<file path="config.mk">
export PLATFORM = sky130hd
export DESIGN_NAME = dual_sensor_activity_detector
export DESIGN_NICKNAME = d
export VERILOG_FILES = /design/src/design/dsad_pkg.sv /design/src/design/dsad_cfg.sv /design/src/design/dsad_chan.sv /design/src/design/dual_sensor_activity_detector.sv
export SDC_FILE = /design/constraint.sdc
export NUM_CORES = 1
export LEC_CHECK = 0
export BUFFER_PORTS_ARGS = -buffer_cell sky130_fd_sc_hd__buf_2
export CORE_MARGIN = 1.5
export CORE_UTILIZATION = 68
export CTS_BUF_LIST = sky130_fd_sc_hd__clkbuf_8
export DETAILED_ROUTE_END_ITERATION = 16
export GPL_TIMING_DRIVEN = 0
export PLACE_DENSITY = 0.91
export SYNTH_ARGS = -nofsm -noshare
export SYNTH_HDL_FRONTEND = slang
export SYNTH_SLANG_ARGS = --single-unit
export TNS_END_PERCENT = 50
</file>
<file path="constraint.sdc">
create_clock -name i_clk -period 21.2 [get_ports i_clk]
set_input_delay 2.12 -clock i_clk [delete_from_list [all_inputs] [get_ports i_clk]]
set_output_delay 2.12 -clock i_clk [all_outputs]
set_load 0.02 [all_outputs]
</file>
<file path="src/design/dsad_pkg.sv">
// shared types and constants for the dual sensor activity detector
// no dependencies; imported by every module of the block
`default_nettype none

package dsad_pkg;

    localparam int unsigned MS_PER_SEC = 1000;
    // widest delay in ms: 65535 s * 1000 fits in 26 bits
    localparam int unsigned DELAY_W    = 26;
    localparam int unsigned TIME_W     = 32;
    localparam int unsigned VAL_W      = 16;
    localparam int unsigned CFG_IDX_W  = 3;
    localparam int unsigned CFG_DATA_W = 16;

    // register indexes
    localparam logic [CFG_IDX_W-1:0] CFG_DET_EN    = 3'd0;
    localparam logic [CFG_IDX_W-1:0] CFG_NOTIFY_EN = 3'd1;
    localparam logic [CFG_IDX_W-1:0] CFG_CUR_THR   = 3'd2;
    localparam logic [CFG_IDX_W-1:0] CFG_MOT_THR   = 3'd3;
    localparam logic [CFG_IDX_W-1:0] CFG_CUR_START = 3'd4;
    localparam logic [CFG_IDX_W-1:0] CFG_CUR_STOP  = 3'd5;
    localparam logic [CFG_IDX_W-1:0] CFG_MOT_START = 3'd6;
    localparam logic [CFG_IDX_W-1:0] CFG_MOT_STOP  = 3'd7;

    // bit positions in the enable registers
    localparam int unsigned EN_CUR       = 0;
    localparam int unsigned EN_MOT       = 1;
    localparam int unsigned NOTIFY_START = 0;
    localparam int unsigned NOTIFY_DONE  = 1;

    // reset values
    localparam logic [1:0]         RST_DET_EN    = 2'd3;
    localparam logic [1:0]         RST_NOTIFY_EN = 2'd3;
    localparam logic [VAL_W-1:0]   RST_CUR_THR   = 16'd500;
    localparam logic [VAL_W-1:0]   RST_MOT_THR   = 16'd10;
    localparam logic [DELAY_W-1:0] RST_START_MS  = DELAY_W'(10 * MS_PER_SEC);
    localparam logic [DELAY_W-1:0] RST_STOP_MS   = DELAY_W'(60 * MS_PER_SEC);

    typedef enum logic [1:0] {
        EV_NONE  = 2'd0,
        EV_START = 2'd1,
        EV_DONE  = 2'd2
    } t_event;

    typedef struct packed {
        logic [DELAY_W-1:0] start_ms;
        logic [DELAY_W-1:0] stop_ms;
    } t_chan_time;

    typedef struct packed {
        logic [1:0]       det_en;
        logic [1:0]       notify_en;
        logic [VAL_W-1:0] cur_thr;
        logic [VAL_W-1:0] mot_thr;
        t_chan_time       cur_time;
        t_chan_time       mot_time;
    } t_cfg;

    typedef struct packed {
        logic [TIME_W-1:0] now_ms;
        logic [VAL_W-1:0]  current_ma;
        logic [VAL_W-1:0]  dev_x;
        logic [VAL_W-1:0]  dev_y;
        logic [VAL_W-1:0]  dev_z;
    } t_in_req;

    typedef struct packed {
        logic       cycle_active;
        logic       current_present;
        logic       motion_present;
        logic       current_raw_above;
        logic       motion_raw_above;
        logic [1:0] event_code;
        logic       no_detectors;
    } t_out_req;

endpackage

`default_nettype wire

</file>
<file path="src/design/dsad_cfg.sv">
// configuration register file; delays are kept in milliseconds
// depends on dsad_pkg
`default_nettype none

module dsad_cfg (
    input  wire logic                               i_clk,
    input  wire logic                               i_rst_n,
    input  wire logic                               i_cfg_we,
    input  wire logic [dsad_pkg::CFG_IDX_W-1:0]     i_cfg_idx,
    input  wire logic [dsad_pkg::CFG_DATA_W-1:0]    i_cfg_data,
    output dsad_pkg::t_cfg                          o_cfg
);
    import dsad_pkg::*;

    t_cfg               r_cfg;
    logic [DELAY_W-1:0] n_delay_ms;

    // seconds to ms, done once at write time
    assign n_delay_ms = DELAY_W'(i_cfg_data) * DELAY_W'(MS_PER_SEC);

    always_ff @(posedge i_clk) begin
        if (!i_rst_n) begin
            r_cfg.det_en            <= RST_DET_EN;
            r_cfg.notify_en         <= RST_NOTIFY_EN;
            r_cfg.cur_thr           <= RST_CUR_THR;
            r_cfg.mot_thr           <= RST_MOT_THR;
            r_cfg.cur_time.start_ms <= RST_START_MS;
            r_cfg.cur_time.stop_ms  <= RST_STOP_MS;
            r_cfg.mot_time.start_ms <= RST_START_MS;
            r_cfg.mot_time.stop_ms  <= RST_STOP_MS;
        end else if (i_cfg_we) begin
            case (i_cfg_idx)
                CFG_DET_EN:    r_cfg.det_en            <= i_cfg_data[1:0];
                CFG_NOTIFY_EN: r_cfg.notify_en         <= i_cfg_data[1:0];
                CFG_CUR_THR:   r_cfg.cur_thr           <= i_cfg_data;
                CFG_MOT_THR:   r_cfg.mot_thr           <= i_cfg_data;
                CFG_CUR_START: r_cfg.cur_time.start_ms <= n_delay_ms;
                CFG_CUR_STOP:  r_cfg.cur_time.stop_ms  <= n_delay_ms;
                CFG_MOT_START: r_cfg.mot_time.start_ms <= n_delay_ms;
                CFG_MOT_STOP:  r_cfg.mot_time.stop_ms  <= n_delay_ms;
                default: begin
                end
            endcase
        end
    end

    assign o_cfg = r_cfg;

endmodule

`default_nettype wire

</file>
<file path="src/design/dsad_chan.sv">
// start/stop debounce qualifier for one sensor channel, holds its own state
// depends on dsad_pkg
`default_nettype none

module dsad_chan (
    input  wire logic                           i_clk,
    input  wire logic                           i_rst_n,
    input  wire logic                           i_step,
    input  wire logic                           i_in_cycle,
    input  wire logic                           i_high,
    input  wire logic [dsad_pkg::TIME_W-1:0]    i_now,
    input  wire dsad_pkg::t_chan_time           i_time,
    output logic                                o_detected
);
    import dsad_pkg::*;

    logic              r_detected, n_detected;
    logic              r_pending, n_pending;
    logic [TIME_W-1:0] r_since, n_since;
    logic [TIME_W-1:0] since_eff;
    logic [TIME_W:0]   due;
    logic              hit;

    // timer opens at this sample if not already running
    assign since_eff = r_pending ? r_since : i_now;
    assign due = {1'b0, since_eff}
               + (TIME_W + 1)'(i_in_cycle ? i_time.stop_ms : i_time.start_ms);
    assign hit = {1'b0, i_now} >= due;

    always_comb begin
        n_detected = r_detected;
        n_pending  = r_pending;
        n_since    = r_since;
        if (i_step) begin
            if (i_in_cycle) begin
                if (r_detected && !i_high) begin
                    n_pending = 1'b1;
                    n_since   = since_eff;
                    if (hit) begin
                        n_detected = 1'b0;
                        n_pending  = 1'b0;
                    end
                end else if (!r_detected && i_high) begin
                    n_detected = 1'b1;
                    n_pending  = 1'b0;
                end
                // high while detected: open stop timer is left as is
            end else begin
                if (i_high) begin
                    n_pending = 1'b1;
                    n_since   = since_eff;
                    if (hit) begin
                        n_detected = 1'b1;
                        n_pending  = 1'b0;
                    end
                end else begin
                    n_pending = 1'b0;
                end
            end
        end
    end

    always_ff @(posedge i_clk) begin
        if (!i_rst_n) begin
            r_detected <= 1'b0;
            r_pending  <= 1'b0;
        end else begin
            r_detected <= n_detected;
            r_pending  <= n_pending;
        end
    end

    always_ff @(posedge i_clk) begin
        r_since <= n_since;
    end

    assign o_detected = n_detected;

endmodule

`default_nettype wire

</file>
<file path="src/design/dual_sensor_activity_detector.sv">
// dual sensor activity detector: current and motion channels, cycle start/end events
// a request taken into the input register is computed into the result register
// throughput: one request per cycle while the result side does not stall, set by
// the single compute stage between the input register and the result register
// reset: synchronous active low; clears cycle and channel flags and loads
// register defaults; depends on dsad_pkg, dsad_cfg, dsad_chan
`default_nettype none

module dual_sensor_activity_detector (
    input  wire logic                               i_clk,
    input  wire logic                               i_rst_n,
    // input channel
    input  wire logic                               i_in_valid,
    output logic                                    o_in_stall,
    input  wire dsad_pkg::t_in_req                  i_in_req,
    // result channel
    output logic                                    o_out_valid,
    input  wire logic                               i_out_stall,
    output dsad_pkg::t_out_req                      o_out_req,
    // configuration write port
    input  wire logic                               i_cfg_we,
    input  wire logic [dsad_pkg::CFG_IDX_W-1:0]     i_cfg_idx,
    input  wire logic [dsad_pkg::CFG_DATA_W-1:0]    i_cfg_data
);
    import dsad_pkg::*;

    t_cfg       cfg;

    // input register
    logic       r_in_valid;
    t_in_req    r_in;

    // result register
    logic       r_out_valid;
    t_out_req   r_out, n_out;

    // cycle state
    logic       r_in_cycle, n_in_cycle;
    t_event     n_event;

    logic       step;
    logic       cur_en, mot_en, none;
    logic       cur_high, mot_high;
    logic       cur_det, mot_det, any_det;
    logic [VAL_W-1:0] max_xy, max_dev;

    // a request moves into the result register when that register is free
    // or being emptied in this cycle
    assign step       = r_in_valid && (!r_out_valid || !i_out_stall);
    assign o_in_stall = r_in_valid && !step;

    always_ff @(posedge i_clk) begin
        if (!i_rst_n) begin
            r_in_valid <= 1'b0;
        end else if (i_in_valid && !o_in_stall) begin
            r_in_valid <= 1'b1;
        end else if (step) begin
            r_in_valid <= 1'b0;
        end
    end

    always_ff @(posedge i_clk) begin
        if (i_in_valid && !o_in_stall) begin
            r_in <= i_in_req;
        end
    end

    dsad_cfg u_cfg (
        .i_clk      (i_clk),
        .i_rst_n    (i_rst_n),
        .i_cfg_we   (i_cfg_we),
        .i_cfg_idx  (i_cfg_idx),
        .i_cfg_data (i_cfg_data),
        .o_cfg      (cfg)
    );

    assign cur_en = cfg.det_en[EN_CUR];
    assign mot_en = cfg.det_en[EN_MOT];
    assign none   = !cur_en && !mot_en;

    // motion reading is the largest of the three axis deviations
    assign max_xy  = (r_in.dev_y > r_in.dev_x) ? r_in.dev_y : r_in.dev_x;
    assign max_dev = (r_in.dev_z > max_xy) ? r_in.dev_z : max_xy;

    // raw compares read as 0 on a disabled channel
    assign cur_high = cur_en && (r_in.current_ma >= cfg.cur_thr);
    assign mot_high = mot_en && (max_dev >= cfg.mot_thr);

    // disabled channels hold their state
    dsad_chan u_cur (
        .i_clk      (i_clk),
        .i_rst_n    (i_rst_n),
        .i_step     (step && cur_en),
        .i_in_cycle (r_in_cycle),
        .i_high     (cur_high),
        .i_now      (r_in.now_ms),
        .i_time     (cfg.cur_time),
        .o_detected (cur_det)
    );

    dsad_chan u_mot (
        .i_clk      (i_clk),
        .i_rst_n    (i_rst_n),
        .i_step     (step && mot_en),
        .i_in_cycle (r_in_cycle),
        .i_high     (mot_high),
        .i_now      (r_in.now_ms),
        .i_time     (cfg.mot_time),
        .o_detected (mot_det)
    );

    // only enabled channels count toward starting or ending a cycle
    assign any_det = (cur_en && cur_det) || (mot_en && mot_det);

    always_comb begin
        n_in_cycle = r_in_cycle;
        n_event    = EV_NONE;
        if (step && !none) begin
            if (!r_in_cycle && any_det) begin
                n_in_cycle = 1'b1;
                if (cfg.notify_en[NOTIFY_START]) begin
                    n_event = EV_START;
                end
            end else if (r_in_cycle && !any_det) begin
                n_in_cycle = 1'b0;
                if (cfg.notify_en[NOTIFY_DONE]) begin
                    n_event = EV_DONE;
                end
            end
        end
    end

    always_comb begin
        n_out.cycle_active      = n_in_cycle;
        n_out.current_present   = cur_det;
        n_out.motion_present    = mot_det;
        n_out.current_raw_above = cur_high;
        n_out.motion_raw_above  = mot_high;
        n_out.event_code        = n_event;
        n_out.no_detectors      = none;
    end

    always_ff @(posedge i_clk) begin
        if (!i_rst_n) begin
            r_in_cycle  <= 1'b0;
            r_out_valid <= 1'b0;
        end else begin
            r_in_cycle <= n_in_cycle;
            if (step) begin
                r_out_valid <= 1'b1;
            end else if (!i_out_stall) begin
                r_out_valid <= 1'b0;
            end
        end
    end

    always_ff @(posedge i_clk) begin
        if (step) begin
            r_out <= n_out;
        end
    end

    assign o_out_valid = r_out_valid;
    assign o_out_req   = r_out;

    // input side is held back only by a full, stalled result register
    a_stall_cause: assert property (@(posedge i_clk) disable iff (!i_rst_n)
        o_in_stall |-> (r_out_valid && i_out_stall))
        else $error("input stalled without a blocked result");

    // a computed request always shows up as a result
    a_step_out: assert property (@(posedge i_clk) disable iff (!i_rst_n)
        step |=> r_out_valid)
        else $error("result lost after compute");

    // a start event leaves a cycle running, a done event leaves none
    a_event_cycle: assert property (@(posedge i_clk) disable iff (!i_rst_n)
        step |=> ((r_out.event_code != EV_START) || r_out.cycle_active)
                 && ((r_out.event_code != EV_DONE) || !r_out.cycle_active))
        else $error("event code disagrees with cycle state");

    // with both channels off nothing is reported and the cycle holds
    a_none_quiet: assert property (@(posedge i_clk) disable iff (!i_rst_n)
        (step && none) |=> (r_out.event_code == EV_NONE) && !r_out.current_raw_above
                           && !r_out.motion_raw_above && $stable(r_in_cycle))
        else $error("activity reported with both channels disabled");

endmodule

`default_nettype wire

</file>
==> results of run 1 <==
metal layers:
metal / part of all wire (%) / track usage, % / vias up
met5: 0 / 0 / -
met2: 49 / 60.00 / 927
met4: 5.4 / 18.75 / 0
met1: 38 / 40.48 / 7564
li1: - / - / 7245
met3: 8.1 / 6.189 / 264
Yosys cell counts (all sizes together) (5+ instances only):
library cell	instances
edfxtp	168
ha	227
o21a	34
mux2	101
a21oi	148
o211ai	39
o21bai	5
inv	114
o21ai	61
o31ai	5
mux2i	44
a211oi	16
nor3	27
a21o	28
and4	9
clkbuf	48
or2	6
a2111oi	8
nor2	90
xor2	31
nand2b	19
a211o	6
dfxtp	135
a31oi	8
nand3	54
buf	9
or3	9
xnor2	36
nand4	24
nor2b	11
nor4	8
and2	6
nand2	245
and3	10
fa	56
placed cells by master, fill, tap and decap left out, types with 6 or more instances in the layout:
master / count
nand2_1: 244
ha_1: 227
edfxtp_1: 168
a21oi_1: 146
dfxtp_1: 135
inv_1: 134
buf_2: 128
mux2_2: 101
nor2_1: 87
clkbuf_8: 62
o21ai_0: 57
fa_1: 56
nand3_1: 54
clkbuf_1: 47
mux2i_1: 43
o211ai_1: 39
xnor2_1: 36
o21a_1: 34
xor2_1: 31
a21o_1: 27
nor3_1: 27
nand4_1: 24
nand2b_1: 19
a211oi_1: 15
nor2b_1: 10
and3_1: 9
or3_1: 9
a31oi_1: 8
and4_1: 8
nor4_1: 8
a211o_1: 6
and2_1: 6
layout make-up:
type | instances | area share [%]
Antenna cell | 2 | 0.02298
Buffer | 57 | 1.063
Clock buffer | 62 | 3.918
Clock inverter | 29 | 0.7871
Inverter | 114 | 1.965
Multi-Input combinational cell | 1415 | 51.21
Sequential cell | 303 | 35.57
Tap cell | 378 | 2.172
Timing Repair Buffer | 131 | 3.286
logic make-up (layout without fill, tap and decap cells):
| logic type | Yosys count | after routing | synth area share, % |
|---|---|---|---|
| simple gates | 524 | 524 | 12.26 |
| compound gates | 396 | 396 | 13.29 |
| flops | 303 | 303 | 39.65 |
| fa+ha+maj | 283 | 283 | 20.28 |
| buf+inv | 171 | 393 | 3.375 |
| mux | 145 | 145 | 8.140 |
| xor+xnor | 67 | 67 | 3.004 |
| other cells | 0 | 2 | 0 |
metrics by stage:
step / setup WS (ns) / cell area [sq um]
finish: 13.06 / 21780
detailed placement: 13.38 / 20750
global route: 12.76 / 21780
floorplan: 13.70 / 19540
global placement: 11.86 / 20650
CTS: 13.27 / 21770
worst register-to-register path: cells and delay by family (launching register included):
family,cells,cell delay (ns)
AOI/OAI and AO/OA,19,4.74
adders and majority gates,3,0.81
buffers and inverters,4,0.91
DFF,1,0.40
muxes,2,0.60
and+or+nand+nor,4,0.53
sequential cells by signal, summed over array words and instances, names as in the netlist:
signal	cells
u_mot.r_pending	1
o_out_req	8
r_in_cycle	1
u_cfg.o_cfg	128
u_mot.r_detected	1
r_in	96
u_cur.r_detected	1
u_cur.r_pending	1
o_out_valid	1
u_mot.r_since	32
u_cur.r_since	32
r_in_valid	1
worst paths after layout:
check / cells after the start / start / end / slack [ns]
worst max-delay path: 32 / r_in[41]$_DFFE_PP_ / o_out_req[2]$_SDFFCE_PP0P_ / 13.06
worst min-delay path: 2 / u_cfg.o_cfg[70]$_SDFFE_PN0P_ / u_cfg.o_cfg[70]$_SDFFE_PN0P_ / 0.45
worst max register to register: 32 / r_in[41]$_DFFE_PP_ / o_out_req[2]$_SDFFCE_PP0P_ / 13.06
worst min register to register: 2 / u_cfg.o_cfg[70]$_SDFFE_PN0P_ / u_cfg.o_cfg[70]$_SDFFE_PN0P_ / 0.45
power groups by stage:
stage | Clock [mW] | Combinational, mW | Sequential (mW)
after floorplan | 0 | 0.623 | 0.694
after global placement | 0 | 0.805 | 0.698
after detailed placement | 0 | 0.850 | 0.699
after CTS | 0.527 | 0.862 | 0.687
after global routing | 0.556 | 0.964 | 0.691
final | 0.527 | 0.885 | 0.688
==> qor.yml, run 1 <==
synth:
  synth_top_area_share_pct: 25.82
  async_flop_share_pct: 0
  synth_cell_types: 79
  ys_warn_count: 0
  yosysTopAreaCell: "edfxtp_1"
  synth_edf_count: 168
  syn_area_sq_um: 19540
  synth_area_leaders: "edfxtp_1, ha_1, dfxtp_1, mux2_2, fa_1"
  yosysSeqAreaShare_pct: 39.65
  netlist_instances: 1889
  synth_fp_nets: 2292
  ys_ff_latch: 303
  syn_area_per_cell_sq_um: 10.34
  synth_ff_type: "edfxtp_1"
timing:
  rsz0062_at_grt: "false"
  maxSlewHeadroom_pct: 18.42
  worstMarginPinSlew_ns: 1.218
  min_period_ns: 8.138
  whs_ns: 0.4520
  min_period_over_period_pct: 38.39
  setup_viol: 0
  fmax_mhz: 122.9
  drv_slew: 0
  tns_ns: 0
  final_hold_viol_count: 0
  fin_skew_ns: 0.04322
final_layout:
  layoutNonFillerInstCount: 2491
  multi_input_area_sq_um: 11150
  fillCellCount: 1692
  final_nets: 2475
  seqCellArea_sq_um: 7747
  final_util_pct: 77.75
  layout-drive-gt1-share_pct: 15.92
  syn_to_final_growth_pct: 11.47
min_path:
  holdCritPathClass: "flop to flop"
clocking:
  ctsResizeCount: 0
  clk_path_buf_depth: 3
  cts.sinks: 303
  clkLatencyLatePin_ns: 0.62
  cts_max_level: 2
  post_cts.repair.setup_buffers: 0
  cts_hold_buffers: 0
  clk_transition_reported_paths_ns: 0.07
  root_buffer: "clkbuf_8"
  numCtsBuffers: 50
  cts_tree: "built"
setup_path:
  critical-path-top-delay-family: "compound AO/OA/AOI/OAI gates"
  cpPeakStageDelay_ns: 0.61
  crit_arrival_ns: 8.62
  slowest_stage: "a2111oi_1"
  crit_top_cell: "a21oi_1"
  critical_path_class: "flop to flop"
  cp-end-kind: "flop"
  critPathBufInv: 4
  cp_max_fo: 10
  startpoint_type: "flop"
  cp.required_ns: 21.68
floorplan:
  die_y_um: 172.5
  core_area_sq_um: 28010
  io-pin-count: 130
  num_rows: 61
  die_area_sq_um: 29760
  chipWidth_um: 172.5
  initial_core_util_pct: 69.75
detailed_routing:
  drt_iter0_drc: 1544
  via_per_inst: 6.423
  drtAntennaViolNets: 0
  drc_errors: 0
  drt-pass1-iter-count: 6
  totalWireLength_um: 52140
  wl_per_cell_um: 20.93
  vias: 16000
pwr:
  peakVddDrop_mv: 0.06830
  p_per_area_nw_per_um2: 96.44
  comb_power_share_pct: 42.1
  p_int_mw: 1.283
  clkPwrFrac_pct: 25.1
  p_sw_share_pct: 38.94
  total_power_mw: 2.100
  power_switching_mw: 0.8178
  seqPwrFrac_pct: 32.8
  p_leak_nw: 9.218
placed_design:
  portBuffers: 127
  placed_cells: 2398
  gp_congestion: 0.9504
  dp_hpwl_um: 38180
global_routing:
  grt_pass1_wl_um: 82380
  track_usage_pct: 34.51
  grt_overflow: 0
  antenna_found_initial: 1
  grt_pass1_vias: 16441
  grt_max_degree: 38
job:
  maxCapViolCount: 0
outcome:
  outcome: "finished clean"
Power figures use the tool's default switching activity.
==> inputs of run 2 (changes only) <==
--- a/config.mk
+++ b/config.mk
@@ -7,11 +7,11 @@
 export LEC_CHECK = 0
 export BUFFER_PORTS_ARGS = -buffer_cell sky130_fd_sc_hd__buf_2
 export CORE_MARGIN = 1.5
-export CORE_UTILIZATION = 68
+export CORE_UTILIZATION = 57
 export CTS_BUF_LIST = sky130_fd_sc_hd__clkbuf_8
 export DETAILED_ROUTE_END_ITERATION = 16
 export GPL_TIMING_DRIVEN = 0
-export PLACE_DENSITY = 0.91
+export PLACE_DENSITY = 0.82
 export SYNTH_ARGS = -nofsm -noshare
 export SYNTH_HDL_FRONTEND = slang
 export SYNTH_SLANG_ARGS = --single-unit
==> constraint.sdc (replaced) <==
create_clock -name i_clk -period 6.6 [get_ports i_clk]
set_input_delay 0.66 -clock i_clk [delete_from_list [all_inputs] [get_ports i_clk]]
set_output_delay 0.66 -clock i_clk [all_outputs]
set_load 0.02 [all_outputs]
==> qor.yml, run 2 (synthesis gave the netlist of run 1 again) <==
setup_path:
  critical_path_class: "flop to flop"
  cp_max_fo: 5
  slowest_stage: "a2111oi_4"
  crit_arrival_ns: 7.64
  r2r_cells: 32
  rrSetupSlack_ns: -0.53
  cp.required_ns: 7.11
  cp-end-kind: "flop"
  r2r-end: "o_out_req[2]$_SDFFCE_PP0P_"
  startpoint_type: "flop"
  cpPeakStageDelay_ns: 0.52
  r2r_start: "r_in[25]$_DFFE_PP_"
floorplan:
  io-pin-count: 130
  die_y_um: 188.1
  initial_core_util_pct: 58.12
  die_area_sq_um: 35400
  num_rows: 67
  core_area_sq_um: 33620
  chipWidth_um: 188.1
detailed_routing:
  drt-pass1-iter-count: 5
  totalWireLength_um: 51620
  via_per_inst: 6.069
  drtAntennaViolNets: 0
  drt_iter0_drc: 1079
  vias: 15707
  drc_errors: 0
  wl_per_cell_um: 19.94
clocking:
  numCtsBuffers: 51
  clkLatencyLatePin_ns: 0.65
  cts.sinks: 303
  cts_max_level: 2
  cts_tree: "built"
  root_buffer: "clkbuf_8"
  cts_hold_buffers: 0
  clk_path_buf_depth: 3
  clk_transition_reported_paths_ns: 0.07
timing:
  drv_slew: 0
  fmax_mhz: 140.3
  maxSlewHeadroom_pct: 24.44
  min_period_ns: 7.126
  min_period_over_period_pct: 108.0
  worstMarginPinSlew_ns: 1.128
  fin_skew_ns: 0.03443
  final_hold_viol_count: 0
  setup_viol: 37
  rsz0062_at_grt: "true"
  layout_setup_ws_ns: -0.5260
  whs_ns: 0.1798
  tns_ns: -12.18
final_layout:
  final_nets: 2499
  layoutNonFillerInstCount: 2588
  final_util_pct: 66.33
  multi_input_area_sq_um: 11430
  syn_to_final_growth_pct: 14.12
  fillCellCount: 2491
  final_cell_mix: "nand2_1, ha_1, edfxtp_1"
  final_area_sq_um: 22300
  largest_reg_flops: 128
  mostFrequentLayoutCell: "nand2_1"
  layout-drive-gt1-share_pct: 18.62
  seqCellArea_sq_um: 7749
min_path:
  min_from: "i_in_req[25]"
  holdCritPathClass: "input pin to flop"
  hold_end: "r_in[25]$_DFFE_PP_"
  holdPathStages: 1
job:
  maxCapViolCount: 0
pwr:
  p_per_area_nw_per_um2: 302.6
  total_power_mw: 6.746
  p_leak_nw: 9.350
  peakVddDrop_mv: 0.2866
outcome:
  violations: "setup timing"
  outcome: "complete, but fails checks"
placed_design:
  portBuffers: 127
  dp_worst_setup_slack_ns: -1.485
  dp_hpwl_um: 38000
  placed_cells: 2467
  placed_area_sq_um: 20820
  gp_congestion: 0.9128
global_routing:
  track_usage_pct: 28.77
  antenna_found_initial: 5
  grt_pass1_wl_um: 80450
  grt_overflow: 0
  grt_pass1_vias: 15855
  grt_max_degree: 39
-- run 2: changes by cell type in the layout (fill, tap and decap cells not counted), sizes merged --
| cell | before | now |
|---|---|---|
| nor2 | 90 | 91 |
| bufinv | 1 | 0 |
| clkinv | 5 | 23 |
| buf | 140 | 164 |
| clkbuf | 110 | 100 |
| inv | 137 | 132 |
-- run 2: how the worst max path moves through the flow --
stage | from | endpoint | slack, ns | depth (start not counted)
floorplan | r_in[25]$_DFFE_PP_ | u_mot.r_since[0]$_DFFE_PP_ | 0.02 | 29
global route | r_in[33]$_DFFE_PP_ | o_out_req[2]$_SDFFCE_PP0P_ | -0.78 | 33
global placement | r_in[25]$_DFFE_PP_ | u_mot.r_since[20]$_DFFE_PP_ | -1.19 | 29
CTS | r_in[33]$_DFFE_PP_ | o_out_req[1]$_SDFFCE_PN0P_ | -0.12 | 32
detailed placement | r_in[25]$_DFFE_PP_ | u_mot.r_pending$_SDFFE_PN0P_ | -1.49 | 31
finish | r_in[25]$_DFFE_PP_ | o_out_req[2]$_SDFFCE_PP0P_ | -0.53 | 32
-- run 2: repair_timing --
action                                  CTS  global route
pin swaps                                22            24
setup buffers                            17             8
endpoints found under the setup margin   43            42
cloned                                    1             0
gates resized for setup                  43            25
-- run 2: final cells by class --
type / instances / area share, %
multi-input cells: 1416 / 51.28
flip-flops and latches: 303 / 34.75
repair buffers: 155 / 4.164
clock buffers: 54 / 3.333
well taps: 448 / 2.514
inverters: 114 / 1.919
plain buffers: 55 / 1.128
clock inverters: 41 / 0.8810
diodes: 2 / 0.02245
-- run 2: power breakdown --
part / switching [mW] / internal [mW] / total (mW)
combinational: 1.82 / 1.14 / 2.97
clock: 0.804 / 0.765 / 1.57
sequential: 0.0733 / 2.14 / 2.21
total: 2.70 / 4.05 / 6.75
-- run 2: per-layer routing --
metal	global-route usage, %	routed length [um]	vias to the layer above
li1	-	-	7288
met1	34.55	20210	7529
met2	49.26	25170	692
met3	5.465	3764	194
met4	14.52	2447	4
met5	0	25	-
-- run 2: worst max-delay path: cells and delay by family, from the launching register on --
| kind | cells | cell delay (ns) |
|---|---|---|
| AOI/OAI and AO/OA | 22 | 4.44 |
| adders and majority gates | 3 | 0.77 |
| buffers and inverters | 3 | 0.42 |
| DFF | 1 | 0.47 |
| muxes | 2 | 0.50 |
| and+or+nand+nor | 2 | 0.38 |
==> inputs of run 3 (changes only) <==
--- a/config.mk
+++ b/config.mk
@@ -9,9 +9,10 @@
 export CORE_MARGIN = 1.5
 export CORE_UTILIZATION = 57
 export CTS_BUF_LIST = sky130_fd_sc_hd__clkbuf_8
+export CTS_CLUSTER_SIZE = 28
 export DETAILED_ROUTE_END_ITERATION = 16
 export GPL_TIMING_DRIVEN = 0
-export PLACE_DENSITY = 0.82
+export PLACE_DENSITY = 0.79
 export SYNTH_ARGS = -nofsm -noshare
 export SYNTH_HDL_FRONTEND = slang
 export SYNTH_SLANG_ARGS = --single-unit
==> qor.yml, run 3 (synthesis gave the netlist of run 1 again) <==
final_layout:
  syn_to_final_growth_pct: 14.13
  layout-drive-gt1-share_pct: 18.28
  mostFrequentLayoutCell: "nand2_1"
  fillCellCount: 2551
  largest_reg_flops: 128
  final_nets: 2493
  final_cell_mix: "nand2_1, ha_1, edfxtp_1"
  final_util_pct: 66.33
outcome:
  violations: "setup timing"
  outcome: "complete, but fails checks"
timing:
  final_hold_viol_count: 0
  tns_ns: -0.7973
  fin_skew_ns: 0.01394
  maxSlewHeadroom_pct: 21.70
  min_period_ns: 6.719
  min_period_over_period_pct: 101.8
  layout_setup_ws_ns: -0.1194
  drv_slew: 0
  fmax_mhz: 148.8
  setup_viol: 20
  rsz0062_at_grt: "true"
  worstMarginPinSlew_ns: 1.169
detailed_routing:
  vias: 15147
  wl_per_cell_um: 19.26
  drt_iter0_drc: 1056
  drtAntennaViolNets: 0
  drt-pass1-iter-count: 5
  totalWireLength_um: 49740
  drc_errors: 0
  via_per_inst: 5.864
global_routing:
  grt_overflow: 0
  antenna_found_initial: 3
  grt_pass1_vias: 14967
  use_met3_pct: 5.278
  track_usage_pct: 27.71
  grt.busiest_layer: "met2"
  grt_pass1_wl_um: 76780
  use_met2_pct: 48.06
  use_met1_pct: 34.45
  grt_max_degree: 38
floorplan:
  io-pin-count: 130
  die_area_sq_um: 35400
  initial_core_util_pct: 58.12
  core_area_sq_um: 33620
  die_y_um: 188.1
  chipWidth_um: 188.1
  num_rows: 67
clocking:
  cts_max_level: 2
  cts.sinks: 303
  root_buffer: "clkbuf_8"
  numCtsBuffers: 51
  clk_path_buf_depth: 3
  clkLatencyLatePin_ns: 0.64
  cts_tree: "built"
  cts_hold_buffers: 0
  clk_transition_reported_paths_ns: 0.06
placed_design:
  dp_hpwl_um: 37320
  gp_congestion: 0.9060
  portBuffers: 127
pwr:
  seqPwrFrac_pct: 32.2
  p_leak_nw: 9.381
  power_switching_mw: 2.678
  p_per_area_nw_per_um2: 306.9
  clkPwrFrac_pct: 25.3
  comb_power_share_pct: 42.4
  peakVddDrop_mv: 0.3104
  p_sw_share_pct: 39.13
  p_int_mw: 4.166
setup_path:
  crit_arrival_ns: 7.07
  startpoint_type: "flop"
  cp_max_fo: 5
  cp-end-kind: "flop"
  slowest_stage: "edfxtp_1"
  critical_path_class: "flop to flop"
  cpPeakStageDelay_ns: 0.41
  crit_top_cell: "o21a_1"
  cp.required_ns: 6.95
job:
  maxCapViolCount: 0
min_path:
  holdCritPathClass: "input pin to flop"
## run 3: changes by cell type in the layout (fill, tap and decap cells not counted), moves of 3 or more
cell      before  now
buf_4         20   15
buf_6          6    3
inv_1        128  125
clkbuf_8      54   60
mux2i_2        3    0
mux2i_1       36   41
## run 3: final cells by class
cell class                      count  area (sq um)  area share (%)
Multi-Input combinational cell   1416         11370           50.98
Clock inverter                     36         227.7           1.021
Antenna cell                        2         5.005         0.02244
Timing Repair Buffer              148         868.3           3.894
Sequential cell                   303          7747           34.74
Inverter                          114         427.9           1.919
Clock buffer                       60         825.8           3.703
Tap cell                          448         560.5           2.514
Buffer                             56         267.8           1.201
## run 3: power groups by stage
stage | sequential [mW] | combinational [mW] | clock [mW]
finish | 2.21 | 2.90 | 1.73
global route | 2.22 | 3.20 | 1.85
CTS | 2.20 | 2.84 | 1.76
detailed placement | 2.24 | 2.77 | 0
global placement | 2.24 | 2.66 | 0
floorplan | 2.23 | 2.00 | 0
## run 3: timing repair
item,CTS,global route
setup endpoints to repair,43,42
pin swaps,19,15
gates resized for setup,36,22
buffers inserted,13,5
cloned,1,0
## run 3: per-layer routing
metal,share of wire [%],wire [um]
met5,0.026,13
met3,6.3,3111
met2,49,24370
met4,2.9,1444
met1,42,20790
## run 3: per-stage QoR
step | total power, mW | hold WS (ns) | cells | cell area (sq um) | setup WS, ns
after floorplan | 4.230 | 0.4329 | 1889 | 19550 | 0.02414
after global placement | 4.906 | 0.4387 | 2464 | 20740 | -1.231
after detailed placement | 5.016 | 0.4440 | 2467 | 20820 | -1.414
after CTS | 6.810 | 0.1326 | 2576 | 22150 | -0.007586
after global routing | 7.259 | 0.1448 | 2581 | 22290 | -0.3662
final | 6.845 | 0.1868 | 2583 | 22300 | -0.1194
## run 3: final timing paths
kind / start / endpoint / slack [ns] / cells after the start
min reg2reg: u_cfg.o_cfg[31]$_SDFFE_PN0P_ / u_cfg.o_cfg[31]$_SDFFE_PN0P_ / 0.45 / 2
max reg2reg: r_in[41]$_DFFE_PP_ / o_out_req[1]$_SDFFCE_PN0P_ / -0.12 / 32
max: r_in[41]$_DFFE_PP_ / o_out_req[1]$_SDFFCE_PN0P_ / -0.12 / 32
min: i_in_req[26] / r_in[26]$_DFFE_PP_ / 0.19 / 1
## run 3: worst max-delay path: cells and delay by family, from the launching register on
kind / cells / cell delay, ns
buffers and inverters: 3 / 0.39
adders and majority gates: 3 / 0.68
DFF: 1 / 0.41
AOI/OAI and AO/OA: 21 / 4.09
muxes: 2 / 0.46
and+or+nand+nor: 3 / 0.37
